===== src/stretched_clock_step_scheduler_core_defines.svh =====
// assertion helpers shared by the scheduler modules
// every module that uses them has clk and arst_n in scope
`ifndef STRETCHED_CLOCK_STEP_SCHEDULER_CORE_DEFINES_SVH
`define STRETCHED_CLOCK_STEP_SCHEDULER_CORE_DEFINES_SVH

// same-cycle implication
`define SCS_ASSERT_NOW(lbl, ante, cons) \
	lbl: assert property (@(posedge clk) disable iff (!arst_n) (ante) |-> (cons)) \
		else $error("scheduler same-cycle check failed");

// next-cycle implication
`define SCS_ASSERT_NEXT(lbl, ante, cons) \
	lbl: assert property (@(posedge clk) disable iff (!arst_n) (ante) |=> (cons)) \
		else $error("scheduler next-cycle check failed");

`endif


===== src/scs_pkg.sv =====
package scs_pkg;

	localparam int MAX_STEP_LIMIT = 64;
	localparam int STEP_W = 7;

	localparam logic [30:0] ONE_Q30 = 31'h4000_0000;
	localparam logic [32:0] TERM_SAT = 33'h1_0000_0000;
	localparam logic [16:0] ALPHA_ONE = 17'h1_0000;

	// datapath operation codes, one in each microcode word
	typedef logic [4:0] op_t;
	localparam op_t OP_NOP       = 5'd0;
	localparam op_t OP_ELAPSED   = 5'd1;
	localparam op_t OP_MUL_LO    = 5'd2;
	localparam op_t OP_MUL_HI    = 5'd3;
	localparam op_t OP_SCALE     = 5'd4;
	localparam op_t OP_SLEW      = 5'd5;
	localparam op_t OP_ERR_SUM   = 5'd6;
	localparam op_t OP_ERR_DIFF  = 5'd7;
	localparam op_t OP_MAG       = 5'd8;
	localparam op_t OP_GAIN_HI   = 5'd9;
	localparam op_t OP_GAIN_LO   = 5'd10;
	localparam op_t OP_TERM      = 5'd11;
	localparam op_t OP_TARGET    = 5'd12;
	localparam op_t OP_CLAMP     = 5'd13;
	localparam op_t OP_DELTA     = 5'd14;
	localparam op_t OP_ALPHA     = 5'd15;
	localparam op_t OP_SMOOTH    = 5'd16;
	localparam op_t OP_LOOP_INIT = 5'd17;
	localparam op_t OP_LOOP_STEP = 5'd18;
	localparam op_t OP_TALLY     = 5'd19;
	localparam op_t OP_OUT       = 5'd20;
	localparam op_t OP_START     = 5'd21;

	typedef struct packed {
		op_t  op;
		logic idle;
	} ctrl_t;

	typedef struct packed {
		logic cmd_start;
		logic below_band;
		logic step_more;
	} dp_status_t;

	typedef struct packed {
		logic       item;
		logic       out_busy;
		dp_status_t dp;
	} seq_status_t;

	typedef struct packed {
		logic [32:0]       step_period;
		logic [STEP_W-1:0] max_steps;
		logic [15:0]       loop_gain;
		logic [32:0]       dead_band;
		logic [30:0]       stretch_upper;
		logic [30:0]       stretch_lower;
		logic [16:0]       smooth_alpha;
	} cfg_t;

endpackage


===== src/scs_seq.sv =====
`include "stretched_clock_step_scheduler_core_defines.svh"

module scs_seq
	import scs_pkg::*;
(
	input  logic        clk,
	input  logic        arst_n,
	input  seq_status_t status,
	output ctrl_t       ctrl
);

	localparam int ADDR_W = 5;
	typedef logic [ADDR_W-1:0] addr_t;
	typedef logic [2:0] cond_t;

	localparam cond_t C_NEVER      = 3'd0;
	localparam cond_t C_ALWAYS     = 3'd1;
	localparam cond_t C_NO_ITEM    = 3'd2;
	localparam cond_t C_CMD_START  = 3'd3;
	localparam cond_t C_BELOW_BAND = 3'd4;
	localparam cond_t C_STEP_MORE  = 3'd5;
	localparam cond_t C_OUT_BUSY   = 3'd6;

	localparam addr_t A_WAIT      = 5'd0;
	localparam addr_t A_ELAPSED   = 5'd1;
	localparam addr_t A_MUL_LO    = 5'd2;
	localparam addr_t A_MUL_HI    = 5'd3;
	localparam addr_t A_SCALE     = 5'd4;
	localparam addr_t A_SLEW      = 5'd5;
	localparam addr_t A_ERR_SUM   = 5'd6;
	localparam addr_t A_ERR_DIFF  = 5'd7;
	localparam addr_t A_MAG       = 5'd8;
	localparam addr_t A_GAIN_HI   = 5'd9;
	localparam addr_t A_GAIN_LO   = 5'd10;
	localparam addr_t A_TERM      = 5'd11;
	localparam addr_t A_TARGET    = 5'd12;
	localparam addr_t A_CLAMP     = 5'd13;
	localparam addr_t A_DELTA     = 5'd14;
	localparam addr_t A_ALPHA     = 5'd15;
	localparam addr_t A_SMOOTH    = 5'd16;
	localparam addr_t A_LOOP_INIT = 5'd17;
	localparam addr_t A_LOOP      = 5'd18;
	localparam addr_t A_TALLY     = 5'd19;
	localparam addr_t A_FINISH    = 5'd20;
	localparam addr_t A_RETURN    = 5'd21;
	localparam addr_t A_START     = 5'd22;

	typedef struct packed {
		op_t   op;
		cond_t cond;
		addr_t target;
	} uword_t;

	// control store
	function automatic uword_t ucode_word(input addr_t addr);
		uword_t w;
		case (addr)
			A_WAIT:      w = uword_t'({OP_NOP,       C_NO_ITEM,    A_WAIT});
			A_ELAPSED:   w = uword_t'({OP_ELAPSED,   C_CMD_START,  A_START});
			A_MUL_LO:    w = uword_t'({OP_MUL_LO,    C_NEVER,      A_WAIT});
			A_MUL_HI:    w = uword_t'({OP_MUL_HI,    C_NEVER,      A_WAIT});
			A_SCALE:     w = uword_t'({OP_SCALE,     C_NEVER,      A_WAIT});
			A_SLEW:      w = uword_t'({OP_SLEW,      C_NEVER,      A_WAIT});
			A_ERR_SUM:   w = uword_t'({OP_ERR_SUM,   C_NEVER,      A_WAIT});
			A_ERR_DIFF:  w = uword_t'({OP_ERR_DIFF,  C_NEVER,      A_WAIT});
			A_MAG:       w = uword_t'({OP_MAG,       C_NEVER,      A_WAIT});
			A_GAIN_HI:   w = uword_t'({OP_GAIN_HI,   C_NEVER,      A_WAIT});
			A_GAIN_LO:   w = uword_t'({OP_GAIN_LO,   C_NEVER,      A_WAIT});
			A_TERM:      w = uword_t'({OP_TERM,      C_NEVER,      A_WAIT});
			A_TARGET:    w = uword_t'({OP_TARGET,    C_NEVER,      A_WAIT});
			A_CLAMP:     w = uword_t'({OP_CLAMP,     C_NEVER,      A_WAIT});
			A_DELTA:     w = uword_t'({OP_DELTA,     C_BELOW_BAND, A_LOOP_INIT});
			A_ALPHA:     w = uword_t'({OP_ALPHA,     C_NEVER,      A_WAIT});
			A_SMOOTH:    w = uword_t'({OP_SMOOTH,    C_NEVER,      A_WAIT});
			A_LOOP_INIT: w = uword_t'({OP_LOOP_INIT, C_NEVER,      A_WAIT});
			A_LOOP:      w = uword_t'({OP_LOOP_STEP, C_STEP_MORE,  A_LOOP});
			A_TALLY:     w = uword_t'({OP_TALLY,     C_NEVER,      A_WAIT});
			A_FINISH:    w = uword_t'({OP_OUT,       C_OUT_BUSY,   A_FINISH});
			A_RETURN:    w = uword_t'({OP_NOP,       C_ALWAYS,     A_WAIT});
			A_START:     w = uword_t'({OP_START,     C_ALWAYS,     A_FINISH});
			default:     w = uword_t'({OP_NOP,       C_ALWAYS,     A_WAIT});
		endcase
		return w;
	endfunction

	addr_t  upc_q;
	uword_t word;
	logic   take;

	assign word = ucode_word(upc_q);

	always_comb begin
		unique case (word.cond)
			C_NEVER:      take = 1'b0;
			C_ALWAYS:     take = 1'b1;
			C_NO_ITEM:    take = !status.item;
			C_CMD_START:  take = status.dp.cmd_start;
			C_BELOW_BAND: take = status.dp.below_band;
			C_STEP_MORE:  take = status.dp.step_more;
			C_OUT_BUSY:   take = status.out_busy;
			default:      take = 1'b0;
		endcase
	end

	always_ff @(posedge clk or negedge arst_n) begin
		if (!arst_n) begin
			upc_q <= A_WAIT;
		end else if (take) begin
			upc_q <= word.target;
		end else begin
			upc_q <= upc_q + addr_t'(1);
		end
	end

	assign ctrl.op   = word.op;
	assign ctrl.idle = (upc_q == A_WAIT);

	`SCS_ASSERT_NOW(a_item_at_wait, status.item, upc_q == A_WAIT)
	`SCS_ASSERT_NEXT(a_loop_holds, (upc_q == A_LOOP) && status.dp.step_more, upc_q == A_LOOP)
	`SCS_ASSERT_NEXT(a_finish_leaves, (upc_q == A_FINISH) && !status.out_busy,
		upc_q == A_RETURN)

endmodule


===== config.mk =====
export PLATFORM = sky130hd
export DESIGN_NAME = scs_seq
export DESIGN_NICKNAME = d
export VERILOG_FILES = /design/src/scs_pkg.sv /design/src/scs_seq.sv
export VERILOG_INCLUDE_DIRS = /design/src /design/src/src
export SDC_FILE = /design/constraint.sdc
export NUM_CORES = 1
export LEC_CHECK = 0
export ABC_AREA = 1
export BUFFER_PORTS_ARGS = -buffer_cell sky130_fd_sc_hd__buf_2
export CAP_MARGIN = 20
export CORE_AREA = 10 10 47 49
export CTS_CLUSTER_DIAMETER = 150
export DETAILED_ROUTE_END_ITERATION = 10
export DIE_AREA = 0 0 57 59
export REMOVE_ABC_BUFFERS = 1
export SLEW_MARGIN = 30
export SYNTH_ARGS = -nofsm -noshare
export SYNTH_HDL_FRONTEND = slang
export SYNTH_SLANG_ARGS = --single-unit

===== constraint.sdc =====
create_clock -name clk -period 2.2 [get_ports clk]
set_input_delay 0.33 -clock clk [delete_from_list [all_inputs] [get_ports clk]]
set_output_delay 0.33 -clock clk [all_outputs]
set_load 0.02 [all_outputs]

==> results.yml <==
hold_path:
  worst_min_path_class: "in -> async"
synth:
  post_synth_instance_area_um2: 553
  seq_area_frac_synth_pct: 22.6
  avgSynthCellArea_um2: 6.58
  yosys.cell_types.count: 20
  synth.ff_latch_count: 5
  synth_cells: 84
  synth.yosys.warnings: 0
power_and_ir_drop:
  static-leakage-power_nw: 0.380
  vdd_drop_max_mv: 0.628
  power_per_cell_area_mw_per_mm2: 1520
  power_mw: 1.00
final_layout:
  finish.utilization_pct: 47.0
  final_common_cell: "sky130_fd_sc_hd__nand2_1"
  final_layout_size_suffix_gt1_share_pct: 24.0
  antenna-diode-count: 0
  flow.area_growth_from_synthesis_pct: 19.0
  largest_registers: "upc_q: 5 flops"
  regMostFlops: "upc_q"
  layout.cells.non_filler: 116
  largest_register_ffs: 5
  number_of_nets_in_the_layout: 112
  final_cell_mix: "sky130_fd_sc_hd__nand2_1 (26), sky130_fd_sc_hd__buf_2 (12), sky130_fd_sc_hd__inv_1 (9)"
grt:
  grt.total_usage_pct: 8.07
  initial_antenna_violation_count: 0
  grt_overflow: 0
  global_route.usage.met1_pct: 10.3
  groute.layer.met3.usage_pct: 2.36
  grt_pass1_vias: 553
  grtUsageMet2_pct: 12.4
  grt_first_pass_wirelength_mm: 2.33
  top_usage_layer: "met2"
  grt_max_degree: 10
detailed_routing:
  viasPerCell: 4.80
  route.detailed.wl_per_inst_um: 11.4
  drt-pass1-iter-count: 4
  drtAntennaViolNets: 0
  dr_total_vias: 557
  first_iter_violations: 14
  post_route_drc_violation_count: 0
  routed_wl_mm: 1.32
place:
  routabilityCongestion: 0.871
  detailedPlacementHpwl_mm: 1.06
  pre_cts_ws_ns: 0.485
  dpl.cell_count: 111
  port_buffer_cells: 12
worst_setup_path:
  cp_max_fo: 5
  worst_setup_ep_type: "primary output"
  wp_data_required_ns: 1.87
  worst_ep_arrival_time_ns: 1.58
  startpoint_type: "flip-flop"
  path_class: "reg -> out"
clock_network:
  ctsRootBufferMaster: "sky130_fd_sc_hd__clkbuf_4"
  postCtsSetupRepairBufs: 0
  numClockSinks: 5
  worst_setup_hold_path_clk_slew_ns: 0.05
  cts-root-to-sink-buffers: 2
  clock_h_tree_levels: 1
  tritoncts.num_buffers: 3
  worstSkewPairLatency_ns: 0.24
  tritoncts: "built"
sta:
  timing.final.crit_period_ns: 1.91
  report.final.setup_viol: 0
  final.setup_skew_ns: 0.00101
  max_freq_mhz: 525
  period_utilization_post_route_pct: 86.7
  totalNegativeSetupSlack_ns: 0
  report.final.slew_viol_count: 0
  worst-slew-pin-transition_ns: 0.316
  setup_slack_ns: 0.294
  hold_violations: 0
  slew_headroom_pct: 78.9
  rsz_0062_raised_after_global_routing: "false"
floorplanning:
  die_width_um: 57
  top_level_ports: 13
  rows: 14
  fp.coreArea_mm2: 0.00140
  start_util_pct: 39.5
  die_height_um: 59
  design.die.area_mm2: 0.00336
run:
  max-cap-violations: 0
outcome:
  result_of_the_run: "completed"
[metal layers]
metal | vias up | share of wire, %
li1 | 304 | -
met1 | 243 | 49
met5 | - | 0
met3 | 0 | 6.1
met2 | 10 | 44
met4 | 0 | 0
[repair_timing]
item,in CTS,in global routing
gates resized for setup,0,0
hold buffers,1,0
hold endpoints to repair,5,0
[cells in the mapped netlist]
cell	n	area share, %
sky130_fd_sc_hd__nor2_2	2	2.3
sky130_fd_sc_hd__nand3_4	1	3.2
sky130_fd_sc_hd__xor2_1	3	4.8
sky130_fd_sc_hd__inv_1	9	6.1
sky130_fd_sc_hd__o22ai_1	1	1.1
sky130_fd_sc_hd__nand3_2	1	1.8
sky130_fd_sc_hd__buf_6	1	2.0
sky130_fd_sc_hd__nor2_4	1	2.0
sky130_fd_sc_hd__o21ai_0	4	3.6
sky130_fd_sc_hd__nand3_1	7	6.3
sky130_fd_sc_hd__ha_1	4	9.1
sky130_fd_sc_hd__a21boi_0	1	1.4
sky130_fd_sc_hd__clkinv_1	1	0.68
sky130_fd_sc_hd__nand2_1	26	18
sky130_fd_sc_hd__nand4_1	5	5.7
sky130_fd_sc_hd__nand2_2	2	2.3
sky130_fd_sc_hd__o211ai_1	1	1.4
sky130_fd_sc_hd__dfrtp_1	5	23
sky130_fd_sc_hd__nor2_1	7	4.8
sky130_fd_sc_hd__inv_2	2	1.4
[through the flow]
step           area (µm²)  hold WS [ns]
4_1_cts               658         0.433
6_report              658         0.436
3_5_place_dp          622         0.153
2_1_floorplan         542        0.0344
5_1_grt               658         0.445
3_3_place_gp          622         0.148
[worst paths after layout]
check,start,end,slack (ns),cells after the start
min reg2reg,upc_q[0]$_DFF_PN0_,upc_q[0]$_DFF_PN0_,0.70,3
max reg2reg,upc_q[0]$_DFF_PN0_,upc_q[2]$_DFF_PN0_,0.48,12
max in group asynchronous,arst_n,upc_q[2]$_DFF_PN0_,1.63,2
min in group clk,status[3],upc_q[3]$_DFF_PN0_,0.54,6
min,arst_n,upc_q[0]$_DFF_PN0_,0.44,2
max,upc_q[0]$_DFF_PN0_,ctrl[3],0.29,5
[cell families (layout without fill, tap and decap cells)]
group | Yosys count | count (layout) | share of synthesized area, %
and+or+nand+nor | 52 | 52 | 45.9
buffers and inverters | 13 | 29 | 10.2
AOI/OAI and AO/OA | 7 | 7 | 7.47
DFF | 5 | 5 | 22.6
adders and majority gates | 4 | 4 | 9.05
xor gates and xnor gates | 3 | 3 | 4.75
[cell type report]
| cell class | count | area, µm² |
|---|---|---|
| clock buffer | 4 | 26.3 |
| fill | 161 | 743 |
| inverter | 12 | 45.0 |
| multi-input combinational | 66 | 372 |
| sequential | 5 | 125 |
| tap | 16 | 20.0 |
| timing repair buffer | 13 | 70.1 |
[critical path: stages (launching register included)]
cell and delay [ns]:
sky130_fd_sc_hd__dfrtp_1 0.39, sky130_fd_sc_hd__inv_1 0.11, sky130_fd_sc_hd__ha_1 0.25, sky130_fd_sc_hd__o21ai_0 0.28, sky130_fd_sc_hd__a21boi_0 0.13, sky130_fd_sc_hd__buf_2 0.18
[where the power goes]
part	internal, mW	switching (mW)
registers	0.134	0.0606
logic	0.245	0.454
clock network	0.0687	0.0393
total	0.448	0.554
Power figures use the tool's default switching activity.
